## src/hw/rtl/soa_pkg.sv

```systemverilog
package soa_pkg;

	localparam int unsigned NUM_CHANNELS_DEF = 16;

	localparam int unsigned CFG_DATA_W = 32;
	localparam int unsigned CFG_IDX_W  = 2;

	localparam logic [CFG_IDX_W-1:0] CFG_EFFORT_LIMIT  = 2'd0;
	localparam logic [CFG_IDX_W-1:0] CFG_MIN_DURATION  = 2'd1;
	localparam logic [CFG_IDX_W-1:0] CFG_ALARM_HOLDOFF = 2'd2;

	localparam logic [14:0] EFFORT_LIMIT_RST  = 15'd32767;
	localparam logic [31:0] MIN_DURATION_RST  = 32'd1000;
	localparam logic [31:0] ALARM_HOLDOFF_RST = 32'd1000;

	typedef struct packed {
		logic [3:0]         channel;
		logic [31:0]        sample_time;
		logic signed [15:0] effort_sample;
	} in_req_t;

	typedef struct packed {
		logic        alarm;
		logic        over_limit;
		logic [31:0] over_duration;
		logic [3:0]  alarm_channel;
	} out_req_t;

	typedef struct packed {
		logic [14:0] effort_limit;
		logic [31:0] min_duration;
		logic [31:0] alarm_holdoff;
	} cfg_t;

	// state update for one channel; both stores take the sample time
	typedef struct packed {
		logic        under_we;
		logic        alarm_we;
		logic [31:0] wr_time;
	} st_wr_t;

endpackage

```

## src/hw/rtl/soa_chan_store.sv

```systemverilog
module soa_chan_store #(
	parameter int unsigned NUM_CHANNELS = soa_pkg::NUM_CHANNELS_DEF
) (
	input  logic                                clk,
	input  logic                                arst_n,
	input  logic                                rd_en,
	input  logic [((NUM_CHANNELS > 1) ? $clog2(NUM_CHANNELS) : 1)-1:0] rd_addr,
	output logic [31:0]                         under_rd_q,
	output logic [31:0]                         alarm_rd_q,
	input  logic [((NUM_CHANNELS > 1) ? $clog2(NUM_CHANNELS) : 1)-1:0] wr_addr,
	input  soa_pkg::st_wr_t                     wr
);

	logic [31:0]             under_mem [NUM_CHANNELS];
	logic [31:0]             alarm_mem [NUM_CHANNELS];
	logic [NUM_CHANNELS-1:0] under_vld_q;
	logic [NUM_CHANNELS-1:0] alarm_vld_q;

	logic hit;
	assign hit = (rd_addr == wr_addr);

	always_ff @(posedge clk) begin
		if (wr.under_we) begin
			under_mem[wr_addr] <= wr.wr_time;
		end
		if (wr.alarm_we) begin
			alarm_mem[wr_addr] <= wr.wr_time;
		end
	end

	// never-written entries read as zero (reset value)
	always_ff @(posedge clk or negedge arst_n) begin
		if (!arst_n) begin
			under_vld_q <= '0;
			alarm_vld_q <= '0;
		end else begin
			if (wr.under_we) begin
				under_vld_q[wr_addr] <= 1'b1;
			end
			if (wr.alarm_we) begin
				alarm_vld_q[wr_addr] <= 1'b1;
			end
		end
	end

	// registered read, write data forwarded on same-cycle hit
	always_ff @(posedge clk) begin
		if (rd_en) begin
			if (wr.under_we && hit) begin
				under_rd_q <= wr.wr_time;
			end else if (under_vld_q[rd_addr]) begin
				under_rd_q <= under_mem[rd_addr];
			end else begin
				under_rd_q <= '0;
			end
			if (wr.alarm_we && hit) begin
				alarm_rd_q <= wr.wr_time;
			end else if (alarm_vld_q[rd_addr]) begin
				alarm_rd_q <= alarm_mem[rd_addr];
			end else begin
				alarm_rd_q <= '0;
			end
		end
	end

endmodule

```

## src/hw/rtl/soa_eval.sv

```systemverilog
module soa_eval #(
	parameter int unsigned NUM_CHANNELS = soa_pkg::NUM_CHANNELS_DEF
) (
	input  soa_pkg::in_req_t  req,
	input  logic [31:0]       last_under,
	input  logic [31:0]       last_alarm,
	input  soa_pkg::cfg_t     cfg,
	output soa_pkg::out_req_t res,
	output soa_pkg::st_wr_t   wr
);

	logic        in_range;
	logic [15:0] mag;
	logic        over;
	logic [31:0] dur;
	logic [31:0] since_alarm;
	logic        fire;

	always_comb begin
		in_range    = (32'(req.channel) < NUM_CHANNELS);
		// two's complement negate; -32768 yields 32768
		mag         = req.effort_sample[15] ? (16'd0 - req.effort_sample) : req.effort_sample;
		over        = (mag >= {1'b0, cfg.effort_limit});
		dur         = req.sample_time - last_under;
		since_alarm = req.sample_time - last_alarm;
		fire        = in_range && over && (dur >= cfg.min_duration)
			&& (since_alarm >= cfg.alarm_holdoff);

		res.alarm         = fire;
		res.over_limit    = over;
		res.over_duration = (in_range && over) ? dur : 32'd0;
		res.alarm_channel = req.channel;

		wr.under_we = in_range && !over;
		wr.alarm_we = fire;
		wr.wr_time  = req.sample_time;
	end

endmodule

```

## src/hw/rtl/sustained_overlimit_alarm_core.sv

```systemverilog
// Channel  | Handshake             | Payload
// ---------+-----------------------+-------------------------------------
// input    | in_valid / in_ready   | in_data  (soa_pkg::in_req_t)
// output   | out_valid / out_ready | out_data (soa_pkg::out_req_t)
// config   | cfg_we                | cfg_index, cfg_data (write only)
//
// One request per cycle sustained unless the output stalls; out_valid rises as
// the request leaves stage 1 for the output register. Stage 1 holds it with
// its channel's state, read from the registered per-channel store; decision
// and write-back happen in that move. Async reset initialises control, config
// and store valid bits at once, no clearing pass. A stalled output holds
// stage 1; in_ready drops only when both stages are full and out_ready is low.
module sustained_overlimit_alarm_core #(
	parameter int unsigned NUM_CHANNELS = soa_pkg::NUM_CHANNELS_DEF
) (
	input  logic                               clk,
	input  logic                               arst_n,
	input  logic                               in_valid,
	output logic                               in_ready,
	input  soa_pkg::in_req_t                   in_data,
	output logic                               out_valid,
	input  logic                               out_ready,
	output soa_pkg::out_req_t                  out_data,
	input  logic                               cfg_we,
	input  logic [soa_pkg::CFG_IDX_W-1:0]      cfg_index,
	input  logic [soa_pkg::CFG_DATA_W-1:0]     cfg_data
);

	localparam int unsigned AW = (NUM_CHANNELS > 1) ? $clog2(NUM_CHANNELS) : 1;

	// config registers
	soa_pkg::cfg_t cfg_q;

	always_ff @(posedge clk or negedge arst_n) begin
		if (!arst_n) begin
			cfg_q.effort_limit  <= soa_pkg::EFFORT_LIMIT_RST;
			cfg_q.min_duration  <= soa_pkg::MIN_DURATION_RST;
			cfg_q.alarm_holdoff <= soa_pkg::ALARM_HOLDOFF_RST;
		end else if (cfg_we) begin
			unique case (cfg_index)
				soa_pkg::CFG_EFFORT_LIMIT: begin
					cfg_q.effort_limit <= cfg_data[14:0];
				end
				soa_pkg::CFG_MIN_DURATION: begin
					cfg_q.min_duration <= cfg_data;
				end
				soa_pkg::CFG_ALARM_HOLDOFF: begin
					cfg_q.alarm_holdoff <= cfg_data;
				end
				default: begin
					// unmapped index: ignored
				end
			endcase
		end
	end

	// pipeline control
	logic              vld_s1;
	soa_pkg::in_req_t  req_s1;
	logic              out_vld_q;
	soa_pkg::out_req_t res_q;

	logic in_acc;
	logic adv_s1;

	assign adv_s1   = vld_s1 && (!out_vld_q || out_ready);
	assign in_ready = !vld_s1 || adv_s1;
	assign in_acc   = in_valid && in_ready;

	always_ff @(posedge clk or negedge arst_n) begin
		if (!arst_n) begin
			vld_s1    <= 1'b0;
			out_vld_q <= 1'b0;
		end else begin
			if (in_ready) begin
				vld_s1 <= in_valid;
			end
			if (adv_s1) begin
				out_vld_q <= 1'b1;
			end else if (out_ready) begin
				out_vld_q <= 1'b0;
			end
		end
	end

	always_ff @(posedge clk) begin
		if (in_acc) begin
			req_s1 <= in_data;
		end
	end

	// per-channel state: read on accept, written as stage 1 retires
	logic [31:0]       under_rd;
	logic [31:0]       alarm_rd;
	soa_pkg::st_wr_t   wr_eval;
	soa_pkg::st_wr_t   wr_mem;
	soa_pkg::out_req_t res_eval;

	always_comb begin
		wr_mem          = wr_eval;
		wr_mem.under_we = wr_eval.under_we && adv_s1;
		wr_mem.alarm_we = wr_eval.alarm_we && adv_s1;
	end

	soa_chan_store #(
		.NUM_CHANNELS(NUM_CHANNELS)
	) u_store (
		.clk        (clk),
		.arst_n     (arst_n),
		.rd_en      (in_acc),
		.rd_addr    (AW'(in_data.channel)),
		.under_rd_q (under_rd),
		.alarm_rd_q (alarm_rd),
		.wr_addr    (AW'(req_s1.channel)),
		.wr         (wr_mem)
	);

	soa_eval #(
		.NUM_CHANNELS(NUM_CHANNELS)
	) u_eval (
		.req        (req_s1),
		.last_under (under_rd),
		.last_alarm (alarm_rd),
		.cfg        (cfg_q),
		.res        (res_eval),
		.wr         (wr_eval)
	);

	// output register
	always_ff @(posedge clk) begin
		if (adv_s1) begin
			res_q <= res_eval;
		end
	end

	assign out_valid = out_vld_q;
	assign out_data  = res_q;

endmodule

```

## config.mk

```make
export PLATFORM = sky130hd
export DESIGN_NAME = sustained_overlimit_alarm_core
export DESIGN_NICKNAME = d
export VERILOG_FILES = /design/src/hw/rtl/soa_pkg.sv /design/src/hw/rtl/soa_chan_store.sv /design/src/hw/rtl/soa_eval.sv /design/src/hw/rtl/sustained_overlimit_alarm_core.sv
export SDC_FILE = /design/constraint.sdc
export NUM_CORES = 1
export LEC_CHECK = 0
export BUFFER_PORTS_ARGS = -buffer_cell sky130_fd_sc_hd__buf_2
export CAP_MARGIN = 40
export CORE_AREA = 2 2 316 318
export DETAILED_ROUTE_END_ITERATION = 10
export DIE_AREA = 0 0 318 320
export GPL_TIMING_DRIVEN = 0
export PLACE_DENSITY = 0.76
export SETUP_SLACK_MARGIN = 0.4
export SYNTH_ARGS = -nofsm -noshare
export SYNTH_HDL_FRONTEND = slang
export SYNTH_SLANG_ARGS = --single-unit
```

## constraint.sdc

```tcl
create_clock -name clk -period 9 [get_ports clk]
set_clock_uncertainty 0.15 [all_clocks]
set_input_delay 1.35 -clock clk [delete_from_list [all_inputs] [get_ports clk]]
set_output_delay 1.35 -clock clk [all_outputs]
set_load 0.05 [all_outputs]
```

Yosys cells after proc, flatten, opt, wreduce, memory -nomap -nowiden
Memories as Yosys holds them, arrays and structs flattened.
Cells that the tools add are included.
- memories kept: 2
- input bits: 91
- RAM bits: 1024
- output and inout port bits: 40
- flip-flop bits (word level): 267
- word-level logic and storage cells: 68
- add/subtract/negate cells: 3
- reductions and logical operators: 19
- magnitude comparators: 6
- bitwise operators: 2
- muxes and demuxes: 17
- eq/ne operators: 3
- memory list (name ; words ; bits a word ; read ports ; clocked after memory_dff ; write ports ; line ; text):
    u_store.alarm_mem ; 16 ; 32 ; 1 ; 0 ; 1 ; soa_chan_store.sv:15 ; logic [31:0] alarm_mem [NUM_CHANNELS];
    u_store.under_mem ; 16 ; 32 ; 1 ; 0 ; 1 ; soa_chan_store.sv:14 ; logic [31:0] under_mem [NUM_CHANNELS];
- operators with widths (cell ; number):
    $mux W32 ; 4
    $ge A32 B32 Y1 ; 2
    $sub A32 B32 Y32 ; 2
    $or A16 B16 Y16 ; 2
    $ge A16 B15 Y1 ; 1
    $mux W16 ; 1
    $sub A1 B16 Y16 const A ; 1
    $lt A4 B5 Y1 const B ; 2
    $logic_and A1 B1 Y1 ; 9
    $mux W1 ; 9
    $bmux W1 S4 ; 2
    $reduce_and A2 Y1 ; 3
    $demux W1 S4 ; 1
    $eq A4 B4 Y1 ; 1
    $ge A4 B1 Y1 const B ; 1
    $logic_not A1 Y1 ; 3
    $eq A2 B1 Y1 const B ; 1
    $eq A2 B2 Y1 const B ; 1
    $logic_not A2 Y1 ; 1
    $logic_or A1 B1 Y1 ; 2
    $reduce_bool A2 Y1 ; 1

Longest topological paths before layout
- word-level depth: 8
- depth in mapped cells: 23
- gate-level depth less buffers: 21

Cells and area by module
A second synthesis with hierarchy kept.
- cells, all modules: 3062
- area total of the unflattened synthesis: 54747.5 µm²
- by module, submodules not included (module ; area an instance (µm²) ; cells each ; instances):
    soa_chan_store ; 42816.1 ; 1926 ; 1
    soa_eval ; 6107.1 ; 868 ; 1
    sustained_overlimit_alarm_core ; 5824.3 ; 268 ; 1

Worst setup path before layout
OpenSTA, ideal clock, no wires.
- path kind: reg2reg
- start point: register req_s1[16] (netlist name)
- end point: memory u_store.alarm_mem[11][0], enable pin
- required time: 8.349 ns
- cell stages (with the launch flop): 22
- period minus slack after synthesis: 9.049 ns
- arrival time: 8.398 ns
- setup time: 0.501 ns
- slack: -0.049 ns
- cell sequence: edfxtp_1 inv_1 ha_1 inv_1 fa_1 a21o_1 a221oi_1 a21oi_1 a311oi_1 o311ai_0 a31oi_1 o21ai_0 xor2_1 ha_1 nand4_1 or3_1 nor4_1 o31ai_1 o21ai_0 o211ai_4 buf_6 nor4_1
- word-level cells in the longest chain between the ends: 7
- RTL lines (element ; line ; text):
    start, declared ; sustained_overlimit_alarm_core.sv:59 ; soa_pkg::in_req_t req_s1;
    start signal, assigned ; sustained_overlimit_alarm_core.sv:88 ; req_s1 <= in_data;
    $sub A32 B32 Y32 ; soa_eval.sv:24 ; dur = req.sample_time - last_under;
    $ge A32 B32 Y1 ; soa_eval.sv:26 ; fire = in_range && over && (dur >= cfg.min_duration)
    $logic_and A1 B1 Y1 ; soa_eval.sv:26 ;
    $logic_and A1 B1 Y1 (*) ; soa_eval.sv:27 ; && (since_alarm >= cfg.alarm_holdoff);
    $logic_and A1 B1 Y1 (*) ; sustained_overlimit_alarm_core.sv:102 ; wr_mem.alarm_we = wr_eval.alarm_we && adv_s1;
    $mux W1 (*) ; soa_chan_store.sv:26 ; if (wr.alarm_we) begin
    $mux W1 (not written as such) (*) ; soa_chan_store.sv:27 ; alarm_mem[wr_addr] <= wr.wr_time;
    end, declared ; soa_chan_store.sv:15 ;
Mark *: on every way between the ends. The rest lies on a longest branch, timed or not.

Worst setup path in the final report
- start point: register req_s1[16] (netlist name)
- end point: memory u_store.alarm_mem[7][18], enable pin
The elaborated chain is that of the path after synthesis.

==> summary.md <==
| Metric | Value |
|---|---|
| Drt pass-1 iters | 5 |
| Most area-consuming cells after synthesis | edfxtp_1 (65%), mux4_2 (14%), dfrtp_1 (3.9%) |
| Yosys top cell area share | 64.72% |
| Area growth, synth to finish | 16.62% |
| Reg2reg setup slack | 0.89 ns |
| HPWL Detailed | 97240 um |
| Max-slew violations | 0 |
| Syn nets | 3238 |
| Worst hold start | u_store.alarm_vld_q[1]$_DFFE_PN0N_ |
| Setup TNS | 0 ns |
| Skew-Pair Late Insertion Delay | 0.77 ns |
| Synth cell types | 73 |
| Critical path launch point | req_s1[16]$_DFFE_PP_ |
| Flop pwr share | 48.6% |
| Final setup vio count | 0 |
| Worst setup margin | 0.8864 ns |
| Peak VDD IR | 0.2065 mV |
| Power Dens Cells | 226.7 nW/um2 |
| I/O pins | 131 |
| CP max FO | 18 |
| # DRC | 0 |
| Cell area after synthesis | 54660 um2 |
| Row cnt | 115 |
| Final Hold Viols | 0 |
| Top_reg_cell synth | edfxtp_1 |
| Vias per cell | 6.512 |
| Synthesized area per cell | 18.20 um2 |
| Worst path arrival time | 8.39 ns |
| Max-slew headroom | 34.31% |
| Finished Core Util | 65.05% |
| Worst setup SP type | register |
| CTS clock-pin slew for the worst setup and hold paths | 0.06 ns |
| Clock power frac | 37.0% |
| Global-route wire length before repair | 221300 um |
| Dpl ws | 0.7490 ns |
| Cts hold-fix bufs | 0 |
| Worst Hold Class | register to register |
| Fill count | 6167 |
| Fmax | 123.2 MHz |
| Crit Reg-Reg Endpoint | u_store.alarm_mem[7][18]$_DFFE_PP_ |
| Worst Path Required | 9.27 ns |
| Worst-margin pin slew | 0.9853 ns |
| Via count | 31140 |
| Port bufs | 130 |
| Cell taking the most area after synthesis | edfxtp_1 |
| Core Region | 97990 um2 |
| Worst-case reg-to-reg path depth | 26 |
| Outcome | completed |
| Syn. warnings | 0 |
| Final WL | 152600 um |
| CTS root buf | clkbuf_16 |
| Ys async rst share | 8.753% |
| Die H | 320 um |
| Clock Path Buffers | 3 |
| Die W | 318 um |
| Post-synthesis sequential area ratio | 69.96% |
| Share of cells above drive strength 1 | 26.98% |
| H-tree depth | 4 |
| Post-route ant nets | 0 |
| Max Cap Viol | 0 |
| Wire per inst | 31.91 um |
| Critical R2R Launch | req_s1[16]$_DFFE_PP_ |
| Initial Util | 55.78% |
| Post-Syn Instances | 3003 |
| Num CTS Buffers | 130 |
| CTS tree | yes |
| End point of the worst hold path | u_store.alarm_vld_q[1]$_DFFE_PN0N_ |
| WHS Path Cells | 1 |
| Final cycle utilization of the critical path | 90.15% |
| Die Area | 101800 um2 |
| Synthesized flop and latch total | 1291 |
| Sw frac | 25.89% |
| DR iter-0 viols | 4068 |
| Number of global-route vias before repair | 31870 |
| Leak | 0.02248 uW |
| Setup repair after global routing missed its margin | no |
| Crit end category | register |
| Post-layout net count | 3625 |
| Crit path kind | register to register |
| GRT Resource Usage Total | 30.34% |
| Post-synth EDFFs | 1178 |
| Fin crit period | 8.114 ns |
| Antenna violations before repair | 6 |
| RD Place Congestion | 0.9236 |
| Sink Count | 1291 |
| Largest net degree at the start of global routing | 63 |
| Total gr overflow | 0 |
| Switch Pwr | 3742 uW |
| Gate power share | 14.4% |
| Internal | 10710 uW |
[sequential cells by signal, indices dropped and copies added (netlist names), 32 cells and up]
register and flops:
cfg_q 79, u_store.alarm_rd_q 32, req_s1 52, u_store.alarm_mem 512
out_data 38, u_store.under_rd_q 32, u_store.under_mem 512
[timing repair]
action                     in CTS  in global routing
resized for setup               0                  1
setup buffers                   0                  0
setup endpoints to repair       0                175
[power groups by stage]
stage                     registers [uW]  logic [uW]  clock network (uW)
after floorplan                     7220        1220                   0
after global placement              7200        1770                   0
after detailed placement            7150        1990                   0
after CTS                           7040        2030                5380
after global routing                7040        2250                5590
final                               7020        2080                5350
[cell usage after synthesis, drive strengths merged, types with 27 or more instances]
cell type and number:
mux2i 37, nand2b 50, o21ai 90, clkbuf 81, dfrtp 86, o21bai 34
inv 196, nor2 80, mux2 66, a21oi 64, dfstp 27, mux4 329
nand2 142, edfxtp 1178, a21o 42, xnor2 45, buf 41, ha 142
[logic make-up (layout without fill, tap and decap cells)]
family                     count (synthesis)  in the layout  share of synthesized area (%)
AOI/OAI and AO/OA                        319            319                          3.816
xor gates and xnor gates                  69             69                          1.106
adders and majority gates                144            144                          3.324
buffers and inverters                    318            807                          2.301
DFF                                     1291           1291                          69.96
muxes                                    432            432                          15.59
other                                      0              3                              0
and+or+nand+nor                          430            430                          3.903
[layer usage]
| metal | part of all wire [%] | global-route usage (%) | routed length [um] | vias up |
|---|---|---|---|---|
| li1 | - | - | - | 12660 |
| met1 | 36 | 39.26 | 55040 | 15930 |
| met2 | 49 | 50.43 | 74960 | 2184 |
| met3 | 11 | 6.852 | 16490 | 358 |
| met4 | 4.0 | 11.77 | 6088 | 6 |
| met5 | 0.023 | 0 | 35 | - |
[worst max-delay path: stages (launching register included)]
cell	delay, ns
edfxtp_1	0.70
buf_8	0.29
inv_1	0.20
ha_1	0.20
inv_1	0.05
fa_1	0.41
a21o_1	0.20
a221oi_1	0.46
a21oi_1	0.19
a311oi_2	0.50
o311ai_0	0.25
a31oi_1	0.30
o21ai_0	0.14
xor2_1	0.17
ha_1	0.31
nand4_1	0.13
or3_1	0.45
nor4_1	0.30
o31ai_1	0.12
o21ai_0	0.19
buf_2	0.21
o211ai_4	0.15
buf_6	0.21
nor4_2	0.70
buf_4	0.33
buf_4	0.20
buf_2	0.25
[area by class of cell]
cell class / count / area [um2] / share of cell area (%)
Sequential cell: 1291 / 38240 / 59.99
Multi-Input combinational cell: 1394 / 15410 / 24.17
Clock buffer: 172 / 3631 / 5.697
Timing Repair Buffer: 255 / 3070 / 4.817
Tap cell: 1287 / 1610 / 2.526
Inverter: 196 / 735.7 / 1.154
Buffer: 122 / 523.0 / 0.8205
Clock inverter: 62 / 519.2 / 0.8146
Antenna cell: 3 / 7.507 / 0.01178
[layout by cell type, fill, tap and decap left out, drive strengths merged, types with 26 or more instances in the layout]
master and instances:
clkinv 50, xnor2 45, mux2 66, nand2b 50
inv 200, o21bai 34, dfrtp 86, nor2 80
mux2i 37, mux4 329, dfstp 27, nand2 142
edfxtp 1178, buf 296, o21ai 90, a21oi 64
clkbuf 253, ha 142, a21o 42, and2 26
[how the worst max path moves through the flow]
stage                                         end  slack, ns  cells past startpoint
2_1_floorplan  u_store.alarm_mem[11][0]$_DFFE_PP_      -0.05                     21
3_3_place_gp   u_store.alarm_mem[3][24]$_DFFE_PP_      -4.91                     21
3_5_place_dp   u_store.alarm_mem[7][24]$_DFFE_PP_       0.75                     26
4_1_cts        u_store.alarm_mem[7][19]$_DFFE_PP_       0.62                     26
5_1_grt        u_store.alarm_mem[7][18]$_DFFE_PP_       0.40                     26
6_report       u_store.alarm_mem[7][18]$_DFFE_PP_       0.89                     26
[stage by stage]
step	hold slack [ns]	instances	power [uW]	cell area (um2)
2_1_floorplan	0.2758	3003	8434	54660
3_3_place_gp	0.2972	4420	8965	56920
3_5_place_dp	0.3053	4530	9135	59240
4_1_cts	0.3241	4764	14450	63390
5_1_grt	0.3381	4780	14880	63730
6_report	0.3313	4782	14450	63740
(Power assumes the default switching activity.)
